### src/rtl/core/preemptive_lifo_task_order_defines.svh
// Assertion macros shared by the scheduler RTL.
// Depends on a clock named clk and an active-low reset named arst_n in the using module.
`ifndef PREEMPTIVE_LIFO_TASK_ORDER_DEFINES_SVH
`define PREEMPTIVE_LIFO_TASK_ORDER_DEFINES_SVH

// Same-cycle implication, checked outside reset.
`define PLTO_IMPLIES(label, ante, cons, msg) \
	label: assert property (@(posedge clk) disable iff (!arst_n) (ante) |-> (cons)) \
		else $error(msg);

// Next-cycle implication, checked outside reset.
`define PLTO_NEXT(label, ante, cons, msg) \
	label: assert property (@(posedge clk) disable iff (!arst_n) (ante) |=> (cons)) \
		else $error(msg);

`endif

### src/rtl/core/plto_pkg.sv
// Shared types and field widths for the preemptive LIFO task order block.
// No dependencies; used by the front queue, the scheduler and the top level.
package plto_pkg;

	localparam int ID_W  = 10;
	localparam int MIN_W = 11;
	localparam int DUR_W = 10;

	// Item kind as decided by the front.
	typedef enum logic {
		K_JOB   = 1'b0,
		K_FLUSH = 1'b1
	} kind_t;

	// One classified input item.
	typedef struct packed {
		kind_t             kind;
		logic [ID_W-1:0]   job_id;
		logic [MIN_W-1:0]  start_minute;
		logic [DUR_W-1:0]  duration;
	} item_t;

	// One result word.
	typedef struct packed {
		logic              overflow;
		logic              last;
		logic [ID_W-1:0]   done_id;
	} result_t;

endpackage

### src/rtl/core/preemptive_lifo_task_order.sv
// Top level of the preemptive LIFO task order block: front queue and scheduler.
// Depends on plto_pkg, plto_front and plto_back.
//
//  Channel  Direction  Word contents (lowest bit first)
//  s_*      in         tdata: job_id, start_minute, duration; tuser: op
//  m_*      out        tdata: done_id; tlast: last; tuser: overflow
//
// A job that starts or preempts is taken in the idle state as it leaves the queue.
// A job that ends the running one goes through the wait, eval and last states, with a
// wait and an eval per resumed stacked job, and a flush likewise resumes every stacked job:
// the wait state lets the stack memory's registered read port settle on the new top entry.
// Reset clears control state at once; stack contents are not cleared and need no pass.
// Words are accepted into the two-entry queue while a result waits on the output.
module preemptive_lifo_task_order #(
	parameter int STACK_DEPTH = 32
) (
	input  logic        clk,
	input  logic        arst_n,
	input  logic        s_tvalid,
	output logic        s_tready,
	input  logic [31:0] s_tdata,   // [9:0] job_id, [20:10] start_minute, [30:21] duration
	input  logic [0:0]  s_tuser,   // [0] op
	output logic        m_tvalid,
	input  logic        m_tready,
	output logic [15:0] m_tdata,   // [9:0] done_id
	output logic        m_tlast,
	output logic [0:0]  m_tuser    // [0] overflow
);
	import plto_pkg::*;

	logic    item_valid;
	item_t   item;
	logic    item_pop;
	result_t out_word;

	plto_front u_front (
		.clk        (clk),
		.arst_n     (arst_n),
		.s_tvalid   (s_tvalid),
		.s_tready   (s_tready),
		.s_tdata    (s_tdata),
		.s_tuser    (s_tuser),
		.item_valid (item_valid),
		.item       (item),
		.item_pop   (item_pop)
	);

	plto_back #(
		.STACK_DEPTH (STACK_DEPTH)
	) u_back (
		.clk        (clk),
		.arst_n     (arst_n),
		.item_valid (item_valid),
		.item       (item),
		.item_pop   (item_pop),
		.out_valid  (m_tvalid),
		.out_ready  (m_tready),
		.out_word   (out_word)
	);

	// Pack the result word onto the output channel.
	assign m_tdata = {{(16 - ID_W){1'b0}}, out_word.done_id};
	assign m_tlast = out_word.last;
	assign m_tuser = out_word.overflow;

endmodule

### src/rtl/core/plto_front.sv
// Front part: takes input words, classifies them and holds them in a two-entry queue.
// Depends on plto_pkg.
module plto_front (
	input  logic                  clk,
	input  logic                  arst_n,
	input  logic                  s_tvalid,
	output logic                  s_tready,
	input  logic [31:0]           s_tdata,
	input  logic [0:0]            s_tuser,
	output logic                  item_valid,
	output plto_pkg::item_t       item,
	input  logic                  item_pop
);
	import plto_pkg::*;

	localparam int START_LO = ID_W;
	localparam int DUR_LO   = ID_W + MIN_W;

	item_t      slot_q [2];
	logic       wr_ptr_q;
	logic       rd_ptr_q;
	logic [1:0] cnt_q;
	item_t      in_item;
	logic       push;
	logic       pop;

	// Classify the incoming word.
	always_comb begin
		in_item.kind         = s_tuser[0] ? K_FLUSH : K_JOB;
		in_item.job_id       = s_tdata[ID_W-1:0];
		in_item.start_minute = s_tdata[START_LO +: MIN_W];
		in_item.duration     = s_tdata[DUR_LO +: DUR_W];
	end

	assign s_tready   = (cnt_q != 2'd2);
	assign push       = s_tvalid && s_tready;
	assign item_valid = (cnt_q != 2'd0);
	assign pop        = item_pop && item_valid;
	assign item       = slot_q[rd_ptr_q];

	// Queue storage.
	always_ff @(posedge clk) begin
		if (push) begin
			slot_q[wr_ptr_q] <= in_item;
		end
	end

	// Queue pointers and fill count.
	always_ff @(posedge clk or negedge arst_n) begin
		if (!arst_n) begin
			wr_ptr_q <= 1'b0;
			rd_ptr_q <= 1'b0;
			cnt_q    <= 2'd0;
		end else begin
			if (push) begin
				wr_ptr_q <= ~wr_ptr_q;
			end
			if (pop) begin
				rd_ptr_q <= ~rd_ptr_q;
			end
			unique case ({push, pop})
				2'b10:   cnt_q <= cnt_q + 2'd1;
				2'b01:   cnt_q <= cnt_q - 2'd1;
				default: cnt_q <= cnt_q;
			endcase
		end
	end

endmodule

### src/rtl/core/plto_back.sv
// Back part: running job, stack of preempted jobs in a memory, and the result register.
// Depends on plto_pkg and the assertion macros header.
`include "preemptive_lifo_task_order_defines.svh"

module plto_back #(
	parameter int STACK_DEPTH = 32
) (
	input  logic                  clk,
	input  logic                  arst_n,
	input  logic                  item_valid,
	input  plto_pkg::item_t       item,
	output logic                  item_pop,
	output logic                  out_valid,
	input  logic                  out_ready,
	output plto_pkg::result_t     out_word
);
	import plto_pkg::*;

	localparam int AW = (STACK_DEPTH > 1) ? $clog2(STACK_DEPTH) : 1;
	localparam int CW = $clog2(STACK_DEPTH + 1);
	localparam logic [CW-1:0] DEPTH_C = CW'(STACK_DEPTH);
	localparam int PAD_W = MIN_W - DUR_W + 1;

	typedef enum logic [1:0] {
		S_IDLE,
		S_WAIT,
		S_EVAL,
		S_LAST
	} state_t;

	typedef struct packed {
		logic [ID_W-1:0]  id;
		logic [DUR_W-1:0] left;
	} entry_t;

	state_t            state_q;
	logic              run_valid_q;
	logic [ID_W-1:0]   run_id_q;
	logic [MIN_W-1:0]  run_start_q;
	logic [DUR_W-1:0]  run_left_q;
	logic [CW-1:0]     cnt_q;
	logic              ovf_q;
	logic [MIN_W-1:0]  now_q;
	logic [MIN_W-1:0]  start_q;
	logic              flush_q;
	logic              hold_valid_q;
	logic [ID_W-1:0]   hold_id_q;
	logic              out_valid_q;
	result_t           out_word_q;

	entry_t            mem_q [STACK_DEPTH];
	entry_t            rd_q;

	logic              out_free;
	logic [MIN_W:0]    run_end;
	logic              run_fits;
	logic [MIN_W-1:0]  run_ran;
	logic [DUR_W-1:0]  run_left_cut;
	logic              stack_full;
	logic              have_top;
	logic [MIN_W:0]    top_end;
	logic              top_fits;
	logic [MIN_W-1:0]  top_gap;
	logic [DUR_W-1:0]  top_left_cut;
	logic              emit_word;
	logic              take;
	logic              push;
	logic              cut;
	logic              we;
	logic [AW-1:0]     waddr;
	entry_t            wdata;
	logic [AW-1:0]     top_addr;

	// Fit checks and remaining-time updates.
	always_comb begin
		out_free     = !out_valid_q || out_ready;
		run_end      = {1'b0, run_start_q} + {{PAD_W{1'b0}}, run_left_q};
		run_fits     = run_end <= {1'b0, item.start_minute};
		run_ran      = item.start_minute - run_start_q;
		run_left_cut = (item.start_minute > run_start_q) ?
			run_left_q - DUR_W'(run_ran) : run_left_q;
		stack_full   = (cnt_q == DEPTH_C);
		have_top     = (cnt_q != '0);
		top_addr     = AW'(cnt_q - 1'b1);
		top_end      = {1'b0, now_q} + {{PAD_W{1'b0}}, rd_q.left};
		top_fits     = flush_q || (top_end <= {1'b0, start_q});
		top_gap      = start_q - now_q;
		top_left_cut = rd_q.left - DUR_W'(top_gap);
		// A held word leaves when the output register is free, in eval with a fitting top or in last.
		emit_word    = hold_valid_q && out_free &&
			(((state_q == S_EVAL) && have_top && top_fits) || (state_q == S_LAST));
	end

	// Stack write port: push of a preempted job, or trim of the top entry.
	always_comb begin
		take  = (state_q == S_IDLE) && item_valid;
		push  = take && (item.kind == K_JOB) && run_valid_q && !run_fits && !stack_full;
		cut   = (state_q == S_EVAL) && have_top && !top_fits;
		we    = push || cut;
		waddr = push ? AW'(cnt_q) : top_addr;
		wdata = push ? entry_t'{id: run_id_q, left: run_left_cut}
			: entry_t'{id: rd_q.id, left: top_left_cut};
	end

	assign item_pop  = take;
	assign out_valid = out_valid_q;
	assign out_word  = out_word_q;

	// Stack memory with a registered read of the top entry.
	always_ff @(posedge clk) begin
		if (we) begin
			mem_q[waddr] <= wdata;
		end
		if (have_top) begin
			rd_q <= mem_q[top_addr];
		end
	end

	// Scheduler sequence, job state and result register.
	always_ff @(posedge clk or negedge arst_n) begin
		if (!arst_n) begin
			state_q      <= S_IDLE;
			run_valid_q  <= 1'b0;
			run_id_q     <= '0;
			run_start_q  <= '0;
			run_left_q   <= '0;
			cnt_q        <= '0;
			ovf_q        <= 1'b0;
			now_q        <= '0;
			start_q      <= '0;
			flush_q      <= 1'b0;
			hold_valid_q <= 1'b0;
			hold_id_q    <= '0;
			out_valid_q  <= 1'b0;
			out_word_q   <= '0;
		end else begin
			if (emit_word) begin
				out_valid_q <= 1'b1;
			end else if (out_ready) begin
				out_valid_q <= 1'b0;
			end
			unique case (state_q)
				S_IDLE: begin
					if (item_valid) begin
						if (item.kind == K_FLUSH) begin
							flush_q     <= 1'b1;
							run_valid_q <= 1'b0;
							if (run_valid_q) begin
								hold_valid_q <= 1'b1;
								hold_id_q    <= run_id_q;
							end
							state_q <= S_WAIT;
						end else begin
							flush_q     <= 1'b0;
							run_valid_q <= 1'b1;
							run_id_q    <= item.job_id;
							run_start_q <= item.start_minute;
							run_left_q  <= item.duration;
							if (run_valid_q) begin
								if (run_fits) begin
									hold_valid_q <= 1'b1;
									hold_id_q    <= run_id_q;
									now_q        <= run_end[MIN_W-1:0];
									start_q      <= item.start_minute;
									state_q      <= S_WAIT;
								end else if (stack_full) begin
									ovf_q <= 1'b1;
								end else begin
									cnt_q <= cnt_q + 1'b1;
								end
							end
						end
					end
				end
				S_WAIT: begin
					state_q <= S_EVAL;
				end
				S_EVAL: begin
					if (!have_top || !top_fits) begin
						state_q <= S_LAST;
					end else if (out_free || !hold_valid_q) begin
						// Resume the top job: the held one is not the last word.
						if (hold_valid_q) begin
							out_word_q  <= result_t'{overflow: ovf_q, last: 1'b0,
								done_id: hold_id_q};
						end
						hold_valid_q <= 1'b1;
						hold_id_q    <= rd_q.id;
						now_q        <= top_end[MIN_W-1:0];
						cnt_q        <= cnt_q - 1'b1;
						state_q      <= S_WAIT;
					end
				end
				S_LAST: begin
					if (!hold_valid_q) begin
						state_q <= S_IDLE;
					end else if (out_free) begin
						out_word_q   <= result_t'{overflow: ovf_q, last: 1'b1,
							done_id: hold_id_q};
						hold_valid_q <= 1'b0;
						state_q      <= S_IDLE;
					end
				end
				default: begin
					state_q <= S_IDLE;
				end
			endcase
		end
	end

	`PLTO_IMPLIES(a_cnt_range, 1'b1, cnt_q <= DEPTH_C, "stack count beyond depth")
	`PLTO_NEXT(a_ovf_sticky, ovf_q, ovf_q, "overflow flag cleared")
	`PLTO_IMPLIES(a_idle_empty, state_q == S_IDLE, !hold_valid_q, "held word left at idle")
	`PLTO_IMPLIES(a_eval_read, state_q == S_EVAL, $past(state_q) == S_WAIT || $past(state_q) == S_EVAL, "top entry checked before read settled")

endmodule

### config.mk
export PLATFORM = sky130hd
export DESIGN_NAME = preemptive_lifo_task_order
export DESIGN_NICKNAME = d
export VERILOG_FILES = /design/src/rtl/core/plto_pkg.sv /design/src/rtl/core/preemptive_lifo_task_order.sv /design/src/rtl/core/plto_front.sv /design/src/rtl/core/plto_back.sv
export VERILOG_INCLUDE_DIRS = /design/src /design/src/rtl/core
export SDC_FILE = /design/constraint.sdc
export NUM_CORES = 1
export LEC_CHECK = 0
export BUFFER_PORTS_ARGS = -buffer_cell sky130_fd_sc_hd__buf_2
export CAP_MARGIN = 15
export CORE_UTILIZATION = 30
export CTS_CLUSTER_SIZE = 30
export DETAILED_ROUTE_END_ITERATION = 10
export RECOVER_POWER = 50
export SLEW_MARGIN = 20
export SYNTH_ARGS = -nofsm -noshare
export SYNTH_HDL_FRONTEND = slang
export SYNTH_SLANG_ARGS = --single-unit
### constraint.sdc
create_clock -name clk -period 15.5 [get_ports clk]
set_clock_uncertainty 0.15 [all_clocks]
set_input_delay 4.65 -clock clk [delete_from_list [all_inputs] [get_ports clk]]
set_output_delay 4.65 -clock clk [all_outputs]
set_load 0.01 [all_outputs]
After elaboration in Yosys (flattened, before gate mapping)
Memories as Yosys holds them, arrays and structs flattened. A register that Yosys moved wholly into a read port is not among the register bits. Cells that the tools add are included.

Bits of input ports: 37. Logic and storage cells: 163. Memory bits (writable): 704. Bits in registers: 92. Memories: 2. Output and inout bits: 20.

Bitwise operators: 4. Reductions and logical operators: 42. $lt $le $gt $ge: 3. Equality and inequality tests: 22. Mux-type cells: 61. $add $sub $neg: 10.

Memory list: u_back.mem_q (words 32, width 20, read ports 1, clocked after memory_dff 1, wr ports 1, RTL line plto_back.sv:51) `entry_t mem_q [STACK_DEPTH];`; u_front.slot_q (words 2, width 32, read ports 1, clocked after memory_dff 0, wr ports 1, RTL line plto_front.sv:19) `item_t slot_q [2];`.

Operator list (count): two-way mux 10 bit (8); two-way mux 11 bit (6); two-way mux 12 bit (5); two-way mux 6 bit (7); subtractor 10 bit (4); adder 11 x 10 -> 12 bit (2); less-or-equal comparator 12 x 11 -> 1 bit (2); case mux 12 bit (2 select lines) (1); AND reduction 6 bit (4); case mux 11 bit (2 select lines) (1); two-way mux 20 bit (1); case mux 10 bit (2 select lines) (1); two-way mux 1 bit (18); two-way mux 2 bit (8); logical AND 1 bit (12); inequality test 2 x 1 -> 1 bit, second input constant (6); inequality test 2 bit, second input constant (6); case mux 6 bit (2 select lines) (1); greater-than comparator 11 bit (1); AND reduction 5 bit (2); nonzero test 2 bit (5); case mux 2 bit (4 select lines) (1); AND reduction 8 bit (1); AND reduction 7 bit (1); other kinds (20) (38).

Logic depth before layout (Yosys ltp)
Depth after elaboration: 9. Depth in mapped cells: 20. Gate-level depth less buffers: 19.

By module
Synthesis repeated with hierarchy kept, for this count alone.

Cell total of the unflattened synthesis: 1956. Area, all modules: 34912.2 sq um.

Modules (own cells, without submodules): plto_back (area each 32347.3 sq um, cells each 1832, sequential area each 22021.1 sq um, instances 1); plto_front (area each 2516.2 sq um, cells each 117, sequential area each 2021.9 sq um, instances 1); preemptive_lifo_task_order (area each 48.8 sq um, cells each 7, sequential area each 0.0 sq um, instances 1).

Least setup slack after synthesis
OpenSTA, ideal clock, no wires.

Path type: input port to flip-flop. Start: input s_tvalid. End: memory u_front.slot_q[0][0] (netlist bit), enable pin. Data required time: 14.929 ns. Library setup time: 0.421 ns. Cell stages on the path: 2. Slack: 8.828 ns. Arrival: 6.101 ns. Path buffers: 0. Path through: nand2_1 nor2_1.

Word-level cells in the longest chain between the ends: 3.

RTL lines: start, declared (RTL line preemptive_lifo_task_order.sv:19) `input logic s_tvalid,`; logical AND 1 bit (RTL line plto_front.sv:36) `assign push = s_tvalid && s_tready;`; two-way mux 1 bit (RTL line plto_front.sv:43) `if (push) begin`; two-way mux 1 bit (implied by the code) (RTL line plto_front.sv:44) `slot_q[wr_ptr_q] <= in_item;`; end, declared (RTL line plto_front.sv:19).

No other way between the ends.

Final worst setup path
Start: register u_back.cnt_q[0]. End: register u_back.rd_q[4] (netlist name).

Word-level cells in the longest chain between the ends: 1. Elaborated cells between the ends (all ways): 2. Classes of those cells: add/sub (1); reduce/logical (1).

RTL lines: start, declared (RTL line plto_back.sv:41) `logic [CW-1:0] cnt_q;`; start signal, assigned (RTL line plto_back.sv:169) `cnt_q <= cnt_q + 1'b1;`; start signal, assigned (RTL line plto_back.sv:190) `cnt_q <= cnt_q - 1'b1;`; subtractor 6 x 1 -> 6 bit / nonzero test 6 bit (equally long branches) (RTL line plto_back.sv:84, plto_back.sv:83).

Parallel ways exist; a longest one is shown, timed or not. A chain may end at the register's enable or synchronous reset.

==> results.sh <==
export IMPL_post_cts_buffers=0
export IMPL_critPathBufInv=2
export IMPL_crit_family="buffers and inverters"
export IMPL_crit_top_cell="mux4_2"
export IMPL_clk_pin_slew_ns=0.06
export IMPL_reg2reg_from="u_back.cnt_q[0]"
export IMPL_via_per_inst=4.81
export IMPL_grt_overflow=0
export IMPL_core_sq_mm=0.115
export IMPL_routed_wl_mm=73.8
export IMPL_max_clock_freq_ghz=0.103
export IMPL_ctsResizeCount=0
export IMPL_syn_area_per_cell_sq_um=17.9
export IMPL_hp_start="u_back.ovf_q"
export IMPL_ys_top_cells_by_count="edfxtp_1 (724), mux4_2 (200), nor2_1 (117)"
export IMPL_ys_flop_type="edfxtp_1"
export IMPL_clock_latency_ns=0.64
export IMPL_r2r_end="u_back.rd_q[4]"
export IMPL_vias=17400
export IMPL_place_port_buffers=49
export IMPL_first_pass_iters=8
export IMPL_fp_dieW_microns=342
export IMPL_multi_input_comb_area_sq_mm=0.0100
export IMPL_synth_distinct_cells=63
export IMPL_die_area_sq_mm=0.117
export IMPL_start_util_pct=30.3
export IMPL_yosys_area_top_type_share_pct=62.7
export IMPL_hold_class="reg -> reg"
export IMPL_synth_seq_cells=816
export IMPL_ff2ff_setup_slack_ns=5.81
export IMPL_yosysMostFrequentCell="edfxtp_1"
export IMPL_setup_viol=0
export IMPL_synthTopCellsByArea="edfxtp_1 (63%), mux4_2 (13%), dfrtp_1 (6.6%)"
export IMPL_post_dp_hpwl_mm=47.2
export IMPL_fillers=10700
export IMPL_finalHoldViolations=0
export IMPL_num_rows=124
export IMPL_reg2reg_depth=6
export IMPL_crit_chain="inv_1, ha_1, clkbuf_1, mux4_2, mux4_2, mux2_1"
export IMPL_syn_to_final_growth_pct=14.4
export IMPL_seq_area_frac_synth_pct=69.4
export IMPL_worstPathRequired_ns=15.72
export IMPL_maxCapViolations=18
export IMPL_worstSetupPathType="reg -> reg"
export IMPL_cts_path_max_buffers=3
export IMPL_status="finished with violations"
export IMPL_nets=2164
export IMPL_hold_buffers=0
export IMPL_worst_slew_pin_slew_ns=3.64
export IMPL_final_max_slew_viol_count=739
export IMPL_slowest_stage="clkbuf_1"
export IMPL_yosysTopAreaCell="edfxtp_1"
export IMPL_seq_area_sq_mm=0.0240
export IMPL_critPathCaptureType="flip-flop"
export IMPL_gp_congestion=0.848
export IMPL_grt_pass1_vias=18300
export IMPL_setup_tns_ns=0
export IMPL_cts_buffers=84
export IMPL_cts_root_buf="clkbuf_16"
export IMPL_min_delay_worst_endpoint="u_back.ovf_q"
export IMPL_violations="DRC, capacitance limit, slew limit"
export IMPL_cts_tree="yes"
export IMPL_clock_sinks=816
export IMPL_ios=57
export IMPL_htree_levels=3
export IMPL_final_antenna_net_count=0
export IMPL_grt_max_degree=67
export IMPL_synth_edff_count=724
export IMPL_syn_inst=1934
export IMPL_drc=22
export IMPL_antennaDiodeCount=0
export IMPL_synth_warnings=0
export IMPL_fin_crit_ns=9.69
export IMPL_drive_gt1_share_pct=21.7
export IMPL_grt_usage_pct=12.7
export IMPL_antenna_found_initial=2
export IMPL_critPathLaunchType="flip-flop"
export IMPL_arrival_ns=9.92
export IMPL_worst_slew_margin_rel_pct=-145
export IMPL_synth_area_sq_mm=0.0347
export IMPL_fin_crit_sh_pct=62.5
export IMPL_async_flop_share_pct=11.3
export IMPL_wl_per_cell_microns=20.4
export IMPL_path_max_fanout=61
export IMPL_critical_path_max_stage_delay_ns=2.65
export IMPL_min_path_cells=1
export IMPL_grt_setup_unrepaired="no"
export IMPL_die_h_microns=342
export IMPL_grt_pass1_wl_mm=114
export IMPL_first_iter_violations=1267
## registers in the layout (all words and copies together), names as in the netlist, 2 cells and up
signal,flops
u_back.hold_id_q,10
u_front.cnt_q,2
u_back.out_word,12
u_back.run_left_q,10
u_back.rd_q,20
u_back.state_q,2
u_front.slot_q,64
u_back.run_start_q,11
u_back.start_q,11
u_back.cnt_q,6
u_back.mem_q,640
u_back.run_id_q,10
u_back.now_q,11
## placed cells by master (no fill, tap or decap), types with 34 or more instances in the layout
master,instances
nand2_1,77
ha_1,76
a21oi_1,78
xnor2_1,40
clkbuf_16,85
mux2i_1,53
dfrtp_1,92
nor2_1,85
o21ai_0,36
inv_1,116
mux2_2,34
clkbuf_1,56
mux4_2,200
edfxtp_1,724
## cell type report
class | instances | area share [%]
Sequential cell | 816 | 60.6
Multi-Input combinational cell | 923 | 25.3
Clock buffer | 110 | 5.70
Tap cell | 1512 | 4.77
Clock inverter | 48 | 1.30
Timing Repair Buffer | 89 | 1.24
Inverter | 117 | 1.11
## layer usage
metal	share of wire, %	GRT usage (%)	up-vias
met2	49	21.2	443
met4	1.8	3.00	0
met5	0	0	-
met3	5.0	2.15	99
met1	44	17.4	9089
li1	-	-	7760
## cells by family after synthesis
| group | Yosys count | share of synthesized area (%) |
|---|---|---|
| AO/OA/AOI/OAI | 185 | 3.33 |
| AND/OR/NAND/NOR | 279 | 3.58 |
| other | 1 | 0.0108 |
| multiplexers | 306 | 16.2 |
| adder cells (fa/ha/maj) | 96 | 3.90 |
| XOR/XNOR | 51 | 1.29 |
| flip-flops | 816 | 69.4 |
| buffers and inverters | 200 | 2.30 |
## stage by stage
step	std cells	hold WS [ns]	setup WS [ns]	util (%)	cell area [sq um]
after floorplan	1939	0.287	8.83	-	34700
after global placement	3456	0.324	9.07	32.3	36900
after detailed placement	3456	0.316	9.07	32.3	37000
after CTS	3614	0.333	9.22	34.7	39800
after global routing	3615	0.358	4.88	34.6	39700
final	3615	0.331	5.81	34.6	39700
## how the worst max path moves through the flow
stage / startpoint / endpoint / slack [ns] / cells after the start
after global placement: m_tready / u_back.now_q[0] / 9.07 / 7
after CTS: u_back.run_left_q[0] / u_back.mem_q[9][17] / 9.22 / 21
final: u_back.cnt_q[0] / u_back.rd_q[4] / 5.81 / 6
after global routing: u_back.cnt_q[0] / u_back.rd_q[4] / 4.88 / 6
after detailed placement: m_tready / u_back.now_q[3] / 9.07 / 7
after floorplan: s_tvalid / u_front.slot_q[0][0] / 8.83 / 2
Power is left out: the tool's default activity adds up to more than one toggle a clock period on the data nets, which glitch-free logic cannot reach.
